<file path="config.mk">
export PLATFORM = sky130hd
export DESIGN_NAME = round_robin_process_scheduler_unit
export DESIGN_NICKNAME = d
export VERILOG_FILES = /design/src/sv/rrps_pkg.sv /design/src/sv/rrps_link_ram.sv /design/src/sv/rrps_state_file.sv /design/src/sv/round_robin_process_scheduler_unit.sv
export SDC_FILE = /design/constraint.sdc
export NUM_CORES = 1
export LEC_CHECK = 0
export BUFFER_PORTS_ARGS = -buffer_cell sky130_fd_sc_hd__buf_2
export CORE_ASPECT_RATIO = 1.4
export CORE_UTILIZATION = 50
export DETAILED_ROUTE_END_ITERATION = 7
export PLACE_DENSITY_LB_ADDON = 0.1
export SYNTH_ARGS = -nofsm -noshare
export SYNTH_HDL_FRONTEND = slang
export SYNTH_SLANG_ARGS = --single-unit
</file>
<file path="constraint.sdc">
create_clock -name clk_i -period 4.5 [get_ports clk_i]
set_clock_uncertainty 0.1 [all_clocks]
set_input_delay 0.45 -clock clk_i [delete_from_list [all_inputs] [get_ports clk_i]]
set_output_delay 0.45 -clock clk_i [all_outputs]
set_load 0.005 [all_outputs]
</file>
<file path="src/sv/rrps_pkg.sv">
// Shared types and constants for the round-robin process scheduler.
// Used by rrps_link_ram, rrps_state_file and round_robin_process_scheduler_unit.
package rrps_pkg;

  // Process ids, link entries and the quantum register are four bits wide.
  localparam int unsigned ID_W = 4;
  localparam int unsigned QUANT_W = 4;
  localparam logic [QUANT_W-1:0] QUANT_RESET = 4'd1;
  localparam logic [QUANT_W-1:0] TICK_MAX = 4'hF;

  typedef enum logic [2:0] {
    OP_TICK   = 3'd0,
    OP_ADD    = 3'd1,
    OP_REMOVE = 3'd2,
    OP_MOVE   = 3'd3,
    OP_SET    = 3'd4,
    OP_LEAVE  = 3'd5
  } op_e;

  typedef enum logic [1:0] {
    PS_READY    = 2'd0,
    PS_RUNNING  = 2'd1,
    PS_WAITING  = 2'd2,
    PS_FINISHED = 2'd3
  } pstate_e;

  typedef enum logic [1:0] {
    STAT_OK     = 2'd0,
    STAT_NO_RUN = 2'd1,
    STAT_BAD_ID = 2'd2
  } stat_e;

  // Write command for the successor link memory.
  typedef struct packed {
    logic            we;
    logic [ID_W-1:0] addr;
    logic [ID_W-1:0] data;
  } lk_wr_t;

  // Write command for the per-process state array.
  typedef struct packed {
    logic            we;
    logic [ID_W-1:0] id;
    pstate_e         val;
  } st_wr_t;

  // Set or clear command for the ring membership bits.
  typedef struct packed {
    logic            we;
    logic [ID_W-1:0] id;
    logic            set;
  } ring_wr_t;

  function automatic logic is_runnable(pstate_e s);
    return (s == PS_READY) || (s == PS_RUNNING);
  endfunction

endpackage

</file>
<file path="src/sv/rrps_link_ram.sv">
// Successor link memory: one write port, one read port with registered data.
// Depends on rrps_pkg for the id width and the write command struct.
module rrps_link_ram #(
  parameter int unsigned DEPTH = 16
) (
  input  logic                  clk_i,
  input  rrps_pkg::lk_wr_t      wr_i,
  input  logic [rrps_pkg::ID_W-1:0] raddr_i,
  output logic [rrps_pkg::ID_W-1:0] rdata_o
);
  import rrps_pkg::*;

  localparam int unsigned AW = (DEPTH > 1) ? $clog2(DEPTH) : 1;

  logic [ID_W-1:0] mem_q [DEPTH];
  logic [ID_W-1:0] rdata_q;

  // Contents are undefined until written.
  always_ff @(posedge clk_i) begin
    if (wr_i.we) begin
      mem_q[AW'(wr_i.addr)] <= wr_i.data;
    end
    rdata_q <= mem_q[AW'(raddr_i)];
  end

  assign rdata_o = rdata_q;

endmodule

</file>
<file path="src/sv/rrps_state_file.sv">
// Per-process state and ring membership bits, cleared by reset.
// Depends on rrps_pkg for the state enum and the write command structs.
module rrps_state_file #(
  parameter int unsigned DEPTH = 16
) (
  input  logic                      clk_i,
  input  logic                      rst_ni,
  input  rrps_pkg::st_wr_t          st_wr_i,
  input  logic [rrps_pkg::ID_W-1:0] st_raddr_i,
  output rrps_pkg::pstate_e         st_rdata_o,
  input  rrps_pkg::ring_wr_t        ring_wr_i,
  input  logic [rrps_pkg::ID_W-1:0] ring_raddr_i,
  output logic                      member_o
);
  import rrps_pkg::*;

  localparam int unsigned AW = (DEPTH > 1) ? $clog2(DEPTH) : 1;

  pstate_e     state_q [DEPTH];
  logic [DEPTH-1:0] ring_q;

  always_ff @(posedge clk_i or negedge rst_ni) begin
    if (!rst_ni) begin
      for (int i = 0; i < DEPTH; i++) begin
        state_q[i] <= PS_READY;
      end
      ring_q <= '0;
    end else begin
      if (st_wr_i.we) begin
        state_q[AW'(st_wr_i.id)] <= st_wr_i.val;
      end
      if (ring_wr_i.we) begin
        ring_q[AW'(ring_wr_i.id)] <= ring_wr_i.set;
      end
    end
  end

  assign st_rdata_o = state_q[AW'(st_raddr_i)];

  // An id beyond the table is never a member.
  assign member_o = (int'(ring_raddr_i) < DEPTH) && ring_q[AW'(ring_raddr_i)];

endmodule

</file>
<file path="src/sv/round_robin_process_scheduler_unit.sv">
// Round-robin process scheduler with a time quantum: sequencer and top level.
// A plain tick or a one-step operation goes from dispatch straight to the response state;
// a rotating tick walks the ring one link per cycle, up to MAX_PROCESSES links; remove and move
// search for the predecessor one link per cycle, up to MAX_PROCESSES links.
// The single read port of the link memory forces these walks; one item is in flight at a time.
// Reset clears membership, process states and control; the link memory is not cleared.
module round_robin_process_scheduler_unit #(
  parameter int unsigned MAX_PROCESSES = 16
) (
  input  logic       clk_i,
  input  logic       rst_ni,
  input  logic       cfg_we_i,
  input  logic [3:0] cfg_wdata_i,      // quantum_ticks
  input  logic       s_axis_tvalid_i,
  output logic       s_axis_tready_o,
  input  logic [7:0] s_axis_tdata_i,   // [3:0] process_id, [5:4] new_state, [7:6] zero
  input  logic [2:0] s_axis_tuser_i,   // [2:0] operation
  output logic       m_axis_tvalid_o,
  input  logic       m_axis_tready_i,
  output logic [7:0] m_axis_tdata_o    // [3:0] current_id, [4] current_valid,
                                       // [5] switched, [7:6] status
);
  import rrps_pkg::*;

  localparam int unsigned CW = (MAX_PROCESSES > 1) ? $clog2(MAX_PROCESSES) : 1;
  localparam logic [CW-1:0] CNT_LAST = CW'(MAX_PROCESSES - 1);

  typedef enum logic [12:0] {
    S_IDLE = 13'b0000000000001,
    S_DISP = 13'b0000000000010,
    S_WALK = 13'b0000000000100,
    S_TFIN = 13'b0000000001000,
    S_ADD2 = 13'b0000000010000,
    S_ADD3 = 13'b0000000100000,
    S_REM1 = 13'b0000001000000,
    S_MV1  = 13'b0000010000000,
    S_FIND = 13'b0000100000000,
    S_LNK  = 13'b0001000000000,
    S_MVB  = 13'b0010000000000,
    S_MVC  = 13'b0100000000000,
    S_RESP = 13'b1000000000000
  } state_e;

  state_e state_q, state_d;

  logic [ID_W-1:0]    cur_q, cur_d;
  logic               ne_q, ne_d;
  logic [QUANT_W-1:0] tick_q, tick_d;
  logic [QUANT_W-1:0] quant_q;
  logic [CW-1:0]      cnt_q, cnt_d;
  logic               old_run_q, old_run_d;
  stat_e              status_q, status_d;
  logic               sw_q, sw_d;

  logic [2:0]      op_q, op_d;
  logic [ID_W-1:0] id_q, id_d;
  pstate_e         ns_q, ns_d;
  logic [ID_W-1:0] ptr_q, ptr_d;
  logic [ID_W-1:0] nxt_q, nxt_d;

  logic            m_valid_q;
  logic [7:0]      m_data_q;
  logic            ld_out;

  lk_wr_t          lk_wr;
  logic [ID_W-1:0] lk_raddr;
  logic [ID_W-1:0] lk_rdata;
  st_wr_t          st_wr;
  logic [ID_W-1:0] st_raddr;
  pstate_e         st_rdata;
  ring_wr_t        ring_wr;
  logic            member;
  logic            id_ok;

  rrps_link_ram #(
    .DEPTH(MAX_PROCESSES)
  ) u_link_ram (
    .clk_i  (clk_i),
    .wr_i   (lk_wr),
    .raddr_i(lk_raddr),
    .rdata_o(lk_rdata)
  );

  rrps_state_file #(
    .DEPTH(MAX_PROCESSES)
  ) u_state_file (
    .clk_i       (clk_i),
    .rst_ni      (rst_ni),
    .st_wr_i     (st_wr),
    .st_raddr_i  (st_raddr),
    .st_rdata_o  (st_rdata),
    .ring_wr_i   (ring_wr),
    .ring_raddr_i(id_q),
    .member_o    (member)
  );

  assign id_ok = int'(id_q) < MAX_PROCESSES;

  always_comb begin
    state_d   = state_q;
    cur_d     = cur_q;
    ne_d      = ne_q;
    tick_d    = tick_q;
    cnt_d     = cnt_q;
    old_run_d = old_run_q;
    status_d  = status_q;
    sw_d      = sw_q;
    op_d      = op_q;
    id_d      = id_q;
    ns_d      = ns_q;
    ptr_d     = ptr_q;
    nxt_d     = nxt_q;
    ld_out    = 1'b0;
    lk_raddr  = cur_q;
    lk_wr     = '0;
    st_raddr  = cur_q;
    st_wr     = '0;
    ring_wr   = '0;

    unique case (state_q)
      S_IDLE: begin
        if (s_axis_tvalid_i) begin
          op_d     = s_axis_tuser_i;
          id_d     = s_axis_tdata_i[3:0];
          ns_d     = pstate_e'(s_axis_tdata_i[5:4]);
          status_d = STAT_OK;
          sw_d     = 1'b0;
          state_d  = S_DISP;
        end
      end

      S_DISP: begin
        state_d = S_RESP;
        unique case (op_e'(op_q))
          OP_TICK: begin
            if (!ne_q) begin
              status_d = STAT_NO_RUN;
            end else if ((tick_q > quant_q) || !is_runnable(st_rdata)) begin
              // Rotate: walk the ring from the current entry, one link per cycle.
              tick_d    = '0;
              old_run_d = is_runnable(st_rdata);
              ptr_d     = cur_q;
              cnt_d     = '0;
              state_d   = S_WALK;
            end else begin
              if (tick_q != TICK_MAX) begin
                tick_d = tick_q + QUANT_W'(1);
              end
              st_wr = '{we: 1'b1, id: cur_q, val: PS_RUNNING};
            end
          end
          OP_ADD: begin
            if (!id_ok || member) begin
              status_d = STAT_BAD_ID;
            end else if (!ne_q) begin
              cur_d   = id_q;
              ne_d    = 1'b1;
              lk_wr   = '{we: 1'b1, addr: id_q, data: id_q};
              ring_wr = '{we: 1'b1, id: id_q, set: 1'b1};
              st_wr   = '{we: 1'b1, id: id_q, val: PS_READY};
            end else begin
              state_d = S_ADD2;
            end
          end
          OP_REMOVE: begin
            if (!member || !ne_q) begin
              status_d = STAT_BAD_ID;
            end else begin
              state_d = S_REM1;
            end
          end
          OP_MOVE: begin
            if (!member || !ne_q) begin
              status_d = STAT_BAD_ID;
            end else if (id_q != cur_q) begin
              state_d = S_MV1;
            end
          end
          OP_SET: begin
            if (!member) begin
              status_d = STAT_BAD_ID;
            end else begin
              st_wr = '{we: 1'b1, id: id_q, val: ns_q};
            end
          end
          OP_LEAVE: begin
            if (ne_q && is_runnable(st_rdata)) begin
              st_wr = '{we: 1'b1, id: cur_q, val: PS_READY};
            end
          end
          default: ;
        endcase
      end

      S_WALK: begin
        // The link just read is the candidate; its state is looked up in the same cycle.
        st_raddr = lk_rdata;
        lk_raddr = lk_rdata;
        if (is_runnable(st_rdata)) begin
          if (old_run_q) begin
            st_wr = '{we: 1'b1, id: cur_q, val: PS_READY};
          end
          sw_d    = (lk_rdata != cur_q);
          cur_d   = lk_rdata;
          state_d = S_TFIN;
        end else if (cnt_q == CNT_LAST) begin
          status_d = STAT_NO_RUN;
          state_d  = S_RESP;
        end else begin
          cnt_d = cnt_q + CW'(1);
        end
      end

      S_TFIN: begin
        st_wr   = '{we: 1'b1, id: cur_q, val: PS_RUNNING};
        state_d = S_RESP;
      end

      S_ADD2: begin
        lk_wr   = '{we: 1'b1, addr: id_q, data: lk_rdata};
        ring_wr = '{we: 1'b1, id: id_q, set: 1'b1};
        st_wr   = '{we: 1'b1, id: id_q, val: PS_READY};
        state_d = S_ADD3;
      end

      S_ADD3: begin
        lk_wr   = '{we: 1'b1, addr: cur_q, data: id_q};
        state_d = S_RESP;
      end

      S_REM1: begin
        if (lk_rdata == cur_q) begin
          // The only member leaves and the ring becomes empty.
          ring_wr = '{we: 1'b1, id: id_q, set: 1'b0};
          ne_d    = 1'b0;
          cur_d   = '0;
          state_d = S_RESP;
        end else begin
          ptr_d   = cur_q;
          cnt_d   = '0;
          state_d = S_FIND;
        end
      end

      S_MV1: begin
        if (lk_rdata == id_q) begin
          state_d = S_RESP;
        end else begin
          nxt_d   = lk_rdata;
          ptr_d   = cur_q;
          cnt_d   = '0;
          state_d = S_FIND;
        end
      end

      S_FIND: begin
        // Predecessor search: ptr_q is the entry whose successor was just read.
        if (lk_rdata == id_q) begin
          lk_raddr = id_q;
          state_d  = S_LNK;
        end else if (cnt_q == CNT_LAST) begin
          status_d = STAT_BAD_ID;
          state_d  = S_RESP;
        end else begin
          lk_raddr = lk_rdata;
          ptr_d    = lk_rdata;
          cnt_d    = cnt_q + CW'(1);
        end
      end

      S_LNK: begin
        lk_wr = '{we: 1'b1, addr: ptr_q, data: lk_rdata};
        if (op_e'(op_q) == OP_REMOVE) begin
          ring_wr = '{we: 1'b1, id: id_q, set: 1'b0};
          if (cur_q == id_q) begin
            cur_d  = lk_rdata;
            tick_d = '0;
          end
          state_d = S_RESP;
        end else begin
          state_d = S_MVB;
        end
      end

      S_MVB: begin
        lk_wr   = '{we: 1'b1, addr: id_q, data: nxt_q};
        state_d = S_MVC;
      end

      S_MVC: begin
        lk_wr   = '{we: 1'b1, addr: cur_q, data: id_q};
        state_d = S_RESP;
      end

      S_RESP: begin
        if (!m_valid_q || m_axis_tready_i) begin
          ld_out  = 1'b1;
          state_d = S_IDLE;
        end
      end

      default: state_d = S_IDLE;
    endcase
  end

  always_ff @(posedge clk_i or negedge rst_ni) begin
    if (!rst_ni) begin
      state_q   <= S_IDLE;
      cur_q     <= '0;
      ne_q      <= 1'b0;
      tick_q    <= '0;
      quant_q   <= QUANT_RESET;
      cnt_q     <= '0;
      old_run_q <= 1'b0;
      status_q  <= STAT_OK;
      sw_q      <= 1'b0;
      m_valid_q <= 1'b0;
    end else begin
      state_q   <= state_d;
      cur_q     <= cur_d;
      ne_q      <= ne_d;
      tick_q    <= tick_d;
      cnt_q     <= cnt_d;
      old_run_q <= old_run_d;
      status_q  <= status_d;
      sw_q      <= sw_d;
      if (cfg_we_i) begin
        quant_q <= cfg_wdata_i;
      end
      if (ld_out) begin
        m_valid_q <= 1'b1;
      end else if (m_axis_tready_i) begin
        m_valid_q <= 1'b0;
      end
    end
  end

  always_ff @(posedge clk_i) begin
    op_q  <= op_d;
    id_q  <= id_d;
    ns_q  <= ns_d;
    ptr_q <= ptr_d;
    nxt_q <= nxt_d;
    if (ld_out) begin
      m_data_q <= {status_q, sw_q, ne_q, (ne_q ? cur_q : {ID_W{1'b0}})};
    end
  end

  assign s_axis_tready_o = (state_q == S_IDLE);
  assign m_axis_tvalid_o = m_valid_q;
  assign m_axis_tdata_o  = m_data_q;

  a_state_onehot : assert property (@(posedge clk_i) disable iff (!rst_ni)
    $onehot(state_q))
    else $error("sequencer state is not one-hot");

  a_accept_dispatch : assert property (@(posedge clk_i) disable iff (!rst_ni)
    (s_axis_tvalid_i && s_axis_tready_o) |=> (state_q == S_DISP))
    else $error("accepted beat did not reach dispatch");

  a_empty_id_zero : assert property (@(posedge clk_i) disable iff (!rst_ni)
    (m_axis_tvalid_o && !m_axis_tdata_o[4]) |-> (m_axis_tdata_o[3:0] == 4'd0))
    else $error("empty ring reported a nonzero current id");

  a_switch_ok : assert property (@(posedge clk_i) disable iff (!rst_ni)
    (m_axis_tvalid_o && m_axis_tdata_o[5]) |->
      (m_axis_tdata_o[7:6] == STAT_OK) && m_axis_tdata_o[4])
    else $error("switch reported with an error status or an empty ring");

endmodule

</file>
; Yosys cells after proc, flatten, opt, wreduce, memory -nomap -nowiden
; Memories as Yosys holds them, arrays and structs flattened. A register that Yosys moved wholly into a read port is not among the register bits.
; Index checks and enable logic that the tools add are counted.
[totals]
regBits = 108
mem_bits_rw = 64
input_bits = 20
out_inout_bits = 10
n_memories = 1
[classes]
add_sub_neg = 2
order_cmp = 7
n_eq_ne = 51
mux = 108
bitwise_logic = 3
reduce_logical = 35
[memory_table]
columns = memory, words, width, read_ports, rd_clocked_by_memory_dff, wr, line_no
row1 = u_link_ram.mem_q, 16, 4, 1, 1, 1, rrps_link_ram.sv:15  ; logic [ID_W-1:0] mem_q [DEPTH];
[op_table]
columns = op, n
row1 = 13-bit two-way mux, 15
row2 = 13-bit case mux with 11 select lines, 1
row3 = 4-bit two-way mux, 31
row4 = 7-bit two-way mux, 8
row5 = 7-bit case mux with 4 select lines, 2
row6 = 13-bit case mux with 4 select lines, 1
row7 = 9-bit case mux with 5 select lines, 1
row8 = "2-bit != test, second input constant", 17
row9 = 32-bit bitwise mux, 1
row10 = 4-bit case mux with 4 select lines, 2
row11 = 6-bit two-way mux, 5
row12 = 9-bit two-way mux, 3
row13 = 2-bit two-way mux, 12
row14 = 6-bit case mux with 4 select lines, 1
row15 = 8-bit AND reduction, 3
row16 = 4-bit case mux with 5 select lines, 1
row17 = 16-bit bitwise mux, 1
row18 = 2-bit case mux with 4 select lines, 2
row19 = 4-bit case mux with 2 select lines, 2
row20 = "3-bit != test, second input constant", 5
row21 = "13-bit by 1-bit == test with 1-bit output, second input constant", 1
row22 = "13-bit by 10-bit == test with 1-bit output, second input constant", 1
row23 = "13-bit by 11-bit == test with 1-bit output, second input constant", 1
row24 = "13-bit by 12-bit == test with 1-bit output, second input constant", 1
row25 = other kinds (48), 88

; Depth between registers and ports, before layout
; Gate-level depths: netlist (run 1).
[depth]
ltp_word = 20
mapped_depth = 12
ltp_nobuf = 10

; By module
; From an unflattened synthesis (run 1), not the netlist that was laid out.
[hier_totals]
cells_unflattened = 736
hier_area_um2 = 9098.7
[by_module_without_submodules]
columns = module, instances, cells_per_inst, area_each_um2, seq_area_each_um2
row1 = round_robin_process_scheduler_unit, 1, 428, 3995.1, 1629.1
row2 = rrps_link_ram, 1, 130, 2666.3, 2001.9
row3 = rrps_state_file, 1, 178, 2437.3, 1201.2

; Least setup slack after synthesis (run 1)
; OpenSTA, ideal clock, no wires.
[synth_path]
path_type = flip-flop to flip-flop
start = register state_q[3]
end = register u_state_file.state_q[23] (netlist name)
setup_ps = 128
arrival_time_ps = 3000
t_required_ps = 4272
setup_slack_ps = 1272
path_stages_with_launch = 12
n_path_buf = 3
period_less_slack_ps = 3228
path_cell_list = dfrtp_1 clkbuf_2 nor3b_1 and4_1 buf_2 mux2i_1 mux2_2 a22oi_4 buf_4 a221o_1 nor3_2 mux2_1
[synth_between]
elab_chain_len = 20
[synth_lines]
columns = item, line_no
row1 = "start, declared", round_robin_process_scheduler_unit.sv:44  ; state_e state_q, state_d;
row2 = "start signal, assigned", round_robin_process_scheduler_unit.sv:319  ; state_q <= state_d;
row3 = 13-bit by 3-bit == test with 1-bit output, round_robin_process_scheduler_unit.sv:120  ; unique case (state_q)
row4 = 4-bit two-way mux, round_robin_process_scheduler_unit.sv:120
row5 = 4-bit NOT with 5-bit output (implied by the code), rrps_state_file.sv:38  ; assign st_rdata_o = state_q[AW'(st_raddr_i)];
row6 = 2-bit binary-select mux with 4-bit select, rrps_state_file.sv:38
row7 = 2-bit two-way mux (implied by the code) (2 in series), rrps_state_file.sv:38
row8 = 2-bit by 1-bit == test with 1-bit output / 2-bit zero test (equally long branches), rrps_pkg.sv:55  ; return (s == PS_READY) || (s == PS_RUNNING);
row9 = 1-bit logical OR, rrps_pkg.sv:55
row10 = 1-bit zero test, round_robin_process_scheduler_unit.sv:138  ; end else if ((tick_q > quant_q) || !is_runnable(st_rdata)) begin
row11 = [... 3 more ...], -
row12 = 7-bit case mux with 4 select lines, round_robin_process_scheduler_unit.sv:134  ; unique case (op_e'(op_q))
row13 = 7-bit case mux with 4 select lines *, round_robin_process_scheduler_unit.sv:120
row14 = 4-bit NOT with 5-bit output (implied by the code), rrps_state_file.sv:30  ; state_q[AW'(st_wr_i.id)] <= st_wr_i.val;
row15 = 5-bit >= comparator (implied by the code) / 5-bit by 1-bit less-than comparator with 1-bit output (equally long branches), rrps_state_file.sv:30
row16 = 1-bit logical AND (implied by the code), rrps_state_file.sv:30
row17 = 2-bit two-way mux (implied by the code), rrps_state_file.sv:30
row18 = 2-bit demux with 4-bit select, rrps_state_file.sv:30
row19 = 32-bit bitwise mux, rrps_state_file.sv:30
row20 = "end signal, assigned by index", rrps_state_file.sv:30
row21 = "end, declared", rrps_state_file.sv:19  ; pstate_e state_q [DEPTH];
; Every way passes the cells marked *; elsewhere a longest branch is shown, timed or not. The select of a mux whose other input is x is not followed.
; A chain may end at the register's enable or synchronous reset.

; Final worst setup path (run 1)
[layout_path]
start = register id_q[0]
end = register u_link_ram.rdata_q[3], in the netlist u_link_ram.rdata_o[3], read port of u_link_ram.mem_q
[layout_between]
elab_chain_len = 3
[layout_lines]
columns = item, line_no
row1 = "start, declared", round_robin_process_scheduler_unit.sv:56  ; logic [ID_W-1:0] id_q, id_d;
row2 = "start signal, assigned", round_robin_process_scheduler_unit.sv:340  ; id_q <= id_d;
row3 = 4-bit == test, round_robin_process_scheduler_unit.sv:258  ; if (lk_rdata == id_q) begin
row4 = 4-bit two-way mux *, round_robin_process_scheduler_unit.sv:258
row5 = 4-bit case mux with 2 select lines *, round_robin_process_scheduler_unit.sv:120
row6 = "end, declared", rrps_link_ram.sv:16  ; logic [ID_W-1:0] rdata_q;
; Every way passes the cells marked *; elsewhere a longest branch is shown, timed or not.

==> impl_metrics.tcl, run 1 <==
set metrics [dict create \
    wl_per_cell_um 21.13 \
    htreeDepth 4 \
    ios 30 \
    crit_path_max_fanout 40 \
    irDropWorstVdd_uv 311.2 \
    postCtsHoldBufs 0 \
    drc 10 \
    drv_cap 0 \
    syn_area_um2 8394 \
    synth_edf_count 88 \
    vias 5976 \
    grt_pass1_wl_um 33040 \
    via_per_inst 6.136 \
    cts_setup_buffers 0 \
    io_buffers 26 \
    yosysUniqueCellTypes 81 \
    multiInputGateArea_um2 3726 \
    wl_um 20580 \
    drv_slew 0 \
    yosysTopAreaCellShare_pct 31.48 \
    async_reset_ff_share_pct 42.14 \
    period_share_pct 85.20 \
    die_width_um 111.5 \
    areaGrowthSynthToFinish_pct 11.06 \
    synth-seq-cells 159 \
    cts-buffers-inserted 17 \
    cp-end-kind "flop" \
    crit_arrival_ns 4.04 \
    antenna_cells 0 \
    fp-row-count 55 \
    fmax_mhz 260.8 \
    rsz0062_at_grt "false" \
    synth.most_common_cell "edfxtp_1" \
    coreArea_um2 16310 \
    place_area_um2 8736 \
    grt_pass1_vias 6274 \
    synthCells 742 \
    drtIter0Drc 455 \
    grt_max_degree 68 \
    start_util_pct 51.47 \
    drt_first_pass_iters 8 \
    p_per_area_nw_per_um2 470.9 \
    cts.sinks 159 \
    post-dp-hpwl_um 15130 \
    fin_setup_tns_ns 0 \
    grt_usage_pct 25.12 \
    violations "design-rule violations" \
    cts.path.max_buffers 2 \
    cts.clk_slew.worst_paths_ns 0.06 \
    hold_viol 0 \
    final_area_um2 9323 \
    crit_type "flop to flop" \
    gr-total-overflow 0 \
    setup_viol 0 \
    finalPower_w 0.004390 \
    nNetsFinal 788 \
    power_leakage_nw 3.895 \
    synth_commonest_cells "edfxtp_1, dfrtp_1, nor2_1, nand2_1, o21ai_0" \
    synth_ff_type "edfxtp_1" \
    clkLatencyLatePin_ns 0.42 \
    fillers 1393 \
    fp.dieH_um 155.3 \
    status "complete, but fails checks" \
    required_ns 4.71 \
    avgSynthCellArea_um2 11.31 \
    cts_tree "done" \
    worstMarginPinSlew_ns 0.8868 \
    cts.repair.resized 0 \
    ant_nets 0 \
    ff_latch_area_um2 4402 \
    hold_class "input port to flop" \
    yosys_warnings 0 \
    antenna_found_initial 0 \
    yosys.area.top_type "edfxtp_1" \
    fin_util_pct 57.16 \
    relSlewSlack_pct 40.88 \
    layout-drive-gt1-share_pct 18.71 \
    synthTopCellsByArea "edfxtp_1, dfrtp_1, mux2_2" \
    finalCriticalPeriod_ns 3.834 \
    start_kind "flop" \
    die_area_um2 17320 \
    clockRootBuffer "clkbuf_16" \
    gp_congestion 0.9109 \
    ys_seq_area_share_pct 52.44 \
    synth_nets 768 \
]
==> cell type report <==
class	count	area share, %
inverters	21	0.8455
clock buffers	17	4.563
clock inverters	15	1.731
flip-flops and latches	159	47.22
well taps	199	2.671
repair buffers	46	3.006
multi-input cells	517	39.97
==> layer usage <==
metal / GRT usage, % / wire (um)
met1: 27.22 / 7775
met2: 46.07 / 10930
met3: 3.896 / 784
met4: 15.25 / 1089
met5: 0 / 0
==> power breakdown <==
| part | leakage (nW) | internal (W) | switching (W) | total (W) |
|---|---|---|---|---|
| combinational | 1.75 | 0.000445 | 0.000648 | 0.00109 |
| sequential | 1.86 | 0.00167 | 0.000196 | 0.00187 |
| clock | 0.289 | 0.000826 | 0.000605 | 0.00143 |
==> worst max-delay path, stage by stage, from the launching register on <==
cell,delay (ns)
edfxtp_1,0.57
buf_4,0.26
xor2_1,0.16
nor4_2,0.70
o31ai_1,0.23
a221oi_4,0.26
buf_4,0.51
mux2i_1,0.33
mux2_2,0.20
o22ai_1,0.09
a311o_1,0.28
==> metrics by stage <==
stage | setup WS (ns) | hold slack [ns] | std cells
floorplan | 1.272 | 0.05441 | 742
global placement | 0.6896 | 0.3343 | 942
detailed placement | 0.6849 | 0.3369 | 942
CTS | 0.6617 | 0.08595 | 974
finish | 0.6659 | 0.1037 | 974
global route | 0.4299 | 0.08688 | 974
==> worst paths after layout <==
kind                                          from                                    to  slack, ns  cells past startpoint
setup reg to reg                 id_q[0]$_DFFE_PP_         u_link_ram.rdata_o[3]$_DFF_P_       0.67                     10
max in group asynchronous                   rst_ni  u_state_file.state_q[29]$_DFFE_PN0P_       3.58                      2
hold reg to reg            status_q[1]$_DFFE_PN0P_           m_axis_tdata_o[7]$_DFFE_PP_       0.35                      0
min in group asynchronous                   rst_ni                 tick_q[3]$_DFFE_PN0P_       0.11                      2
hold / removal                   s_axis_tuser_i[0]                     op_q[0]$_DFFE_PP_       0.10                      1
setup / recovery                 id_q[0]$_DFFE_PP_         u_link_ram.rdata_o[3]$_DFF_P_       0.67                     10
==> flip-flops by register name, summed over array words and instances (netlist names) <==
name,cells
u_state_file.state_q,16
m_axis_tvalid_o,1
cur_q,4
ns_q,1
nxt_q,4
tick_q,4
m_axis_tdata_o,8
u_link_ram.mem_q,64
quant_q,4
u_state_file.ring_q,16
u_link_ram.rdata_o,4
op_q,3
state_q,13
sw_q,1
cnt_q,4
status_q,2
id_q,4
ne_q,1
old_run_q,1
ptr_q,4
==> cell usage in the layout, fill, tap and decap left out, types with 14 or more instances in the layout <==
| cell type | netlist | final |
|---|---|---|
| a21oi_1 | 36 | 36 |
| and2_1 | 14 | 14 |
| buf_2 | 10 | 26 |
| buf_4 | 2 | 20 |
| clkbuf_16 | 0 | 17 |
| dfrtp_1 | 65 | 65 |
| edfxtp_1 | 88 | 88 |
| inv_1 | 21 | 21 |
| mux2_2 | 31 | 31 |
| mux2i_1 | 30 | 30 |
| nand2_1 | 64 | 64 |
| nor2_1 | 65 | 65 |
| o21ai_0 | 39 | 39 |
==> cell families (layout without fill, tap and decap cells) <==
kind of cell               count (synthesis)  count (layout)  synth area share [%]
and+or+nand+nor                          259             259                 16.56
AOI/OAI and AO/OA                        159             159                 13.09
DFF                                      159             159                 52.44
muxes                                     80              80                 12.36
buffers and inverters                     66              99                 3.309
xor gates and xnor gates                  13              13                 1.356
adders and majority gates                  6               6                0.8943
(Power assumes the default switching activity.)
==> run 2: changes to the inputs <==
==> constraint.sdc (replaced) <==
create_clock -name clk_i -period 4.45 [get_ports clk_i]
set_clock_uncertainty 0.1 [all_clocks]
set_input_delay 0.445 -clock clk_i [delete_from_list [all_inputs] [get_ports clk_i]]
set_output_delay 0.445 -clock clk_i [all_outputs]
set_load 0.1 [all_outputs]
==> run 2 against run 1 <==
The run still ends with design-rule violations left. Global-route usage increased by 0.30 points. Utilization increased by 0.24 points. Worst hold slack got worse by 0.10 ns. Critical path type unchanged. Critical endpoint is now u_link_ram.rdata_o[0]$_DFF_P_.
==> impl_metrics.tcl, run 2 (synthesis gave the netlist of run 1 again) <==
set metrics [dict create \
    post-dp-hpwl_um 15330 \
    relSlewSlack_pct 43.47 \
    ant_nets 0 \
    cts.path.max_buffers 2 \
    die_width_um 111.5 \
    fin_setup_tns_ns 0 \
    fin_util_pct 57.40 \
    grt_max_degree 41 \
    hold_class "input port to asynchronous set/reset pin" \
    cts_setup_buffers 0 \
    fin_cells 976 \
    antenna_cells 0 \
    fmax_mhz 270.3 \
    finalCriticalPeriod_ns 3.699 \
    via_per_inst 6.209 \
    placed_cells 944 \
    cp_cell_sequence "buf_4 > xor2_1 > nor4_2 > o31ai_1 > a221oi_4 > buf_12 > mux2i_1 > mux2_2 > o22ai_1 > a311o_1" \
    crit_cells 10 \
    fp-row-count 55 \
    power_leakage_nw 3.913 \
    top_register "u_link_ram.mem_q" \
    required_ns 4.66 \
    max_stage_delay_ns 0.75 \
    fillers 1349 \
    largest_reg_flops 64 \
    htreeDepth 4 \
    drt_first_pass_iters 7 \
    grt_pass1_vias 6147 \
    ios 30 \
    multiInputGateArea_um2 3726 \
    rsz0062_at_grt "false" \
    p_per_area_nw_per_um2 488.7 \
    crit_arrival_ns 3.91 \
    slowest_stage "nor4_2" \
    cts.sinks 159 \
    crit_type "flop to flop" \
    violations "design-rule violations" \
    top_regs "u_link_ram.mem_q x64, u_state_file.ring_q x16, u_state_file.state_q x16" \
    drtIter0Drc 538 \
    coreArea_um2 16310 \
    layout-drive-gt1-share_pct 19.05 \
    cp-end-kind "flop" \
    final_common_cell "edfxtp_1" \
    antenna_found_initial 0 \
    layout_common_cells "edfxtp_1, nor2_1, dfrtp_1, nand2_1, o21ai_0" \
    status "complete, but fails checks" \
    setup_viol 0 \
    cp_top_family "compound AO/OA/AOI/OAI gates" \
    die_area_um2 17320 \
    cts-buffers-inserted 17 \
    drv_slew 0 \
    irDropWorstVdd_uv 318.3 \
    gr-total-overflow 0 \
    gp_congestion 0.8912 \
    place_area_um2 8763 \
    wl_per_cell_um 21.27 \
    vias 6060 \
    start_kind "flop" \
    grt_usage_pct 25.41 \
    wl_um 20760 \
    postCtsHoldBufs 0 \
    reg2reg_depth 10 \
    clkLatencyLatePin_ns 0.43 \
    cts.clk_slew.worst_paths_ns 0.07 \
    fp.dieH_um 155.3 \
    worstMarginPinSlew_ns 0.8479 \
    crit_path_max_fanout 40 \
    drv_cap 0 \
    areaGrowthSynthToFinish_pct 11.52 \
    grt_pass1_wl_um 33270 \
    nNetsFinal 790 \
    clockRootBuffer "clkbuf_16" \
    ff_latch_area_um2 4402 \
    start_util_pct 51.47 \
    drc 8 \
    final_area_um2 9361 \
    cts_tree "done" \
    path_buf_inv 2 \
    period_share_pct 83.13 \
    hold_viol 0 \
    cts.repair.resized 0 \
    io_buffers 26 \
]
-- run 2: changes by cell type in the layout (fill, tap and decap cells not counted), sizes merged --
| cell | previous run | this run |
|---|---|---|
| buf | 46 | 48 |
| inv | 25 | 29 |
| clkinv | 8 | 5 |
| bufinv | 2 | 1 |
-- run 2: path summary, 6_finish.rpt --
kind	startpoint	endpoint	slack, ns
min in group clk_i	s_axis_tuser_i[0]	op_q[0]$_DFFE_PP_	0.09
setup / recovery	id_q[0]$_DFFE_PP_	u_link_ram.rdata_o[0]$_DFF_P_	0.75
setup reg to reg	id_q[0]$_DFFE_PP_	u_link_ram.rdata_o[0]$_DFF_P_	0.75
max in group asynchronous	rst_ni	state_q[0]$_DFFE_PN1P_	3.27
hold reg to reg	status_q[1]$_DFFE_PN0P_	m_axis_tdata_o[7]$_DFFE_PP_	0.36
hold / removal	rst_ni	quant_q[3]$_DFFE_PN0P_	0.003
-- run 2: layout make-up --
type                            instances  share of cell area (%)
Sequential cell                       159                   47.02
Multi-Input combinational cell        517                   39.80
Clock buffer                           17                   4.544
Timing Repair Buffer                   48                   3.288
Tap cell                              199                   2.660
Clock inverter                         15                   1.844
Inverter                               21                  0.8420
-- run 2: power by group --
group          internal, W  switching (W)  leakage (nW)  total [W]
Combinational     0.000469       0.000767          1.76    0.00124
Clock             0.000802       0.000658         0.292    0.00146
Sequential         0.00169       0.000191          1.86    0.00188
Total              0.00296        0.00162          3.91    0.00457
-- run 2: metal layers --
| layer | wire, um | part of all wire (%) | up-vias | GRT usage [%] |
|---|---|---|---|---|
| li1 | - | - | 2834 | - |
| met1 | 7858 | 38 | 2960 | 27.74 |
| met2 | 11040 | 53 | 204 | 46.55 |
| met3 | 843 | 4.1 | 62 | 4.363 |
| met4 | 1016 | 4.9 | 0 | 14.35 |
| met5 | 0 | 0 | - | 0 |
-- run 2: stage by stage --
stage | hold slack, ns | power (W) | setup slack [ns]
final | 0.003242 | 0.004575 | 0.7509
after global routing | 0.06320 | 0.004771 | 0.4974
after CTS | 0.01819 | 0.004595 | 0.7703
after detailed placement | 0.3435 | 0.003129 | 0.8072
after global placement | 0.3323 | 0.003109 | 0.8499
after floorplan | 0.04941 | 0.002764 | 1.222
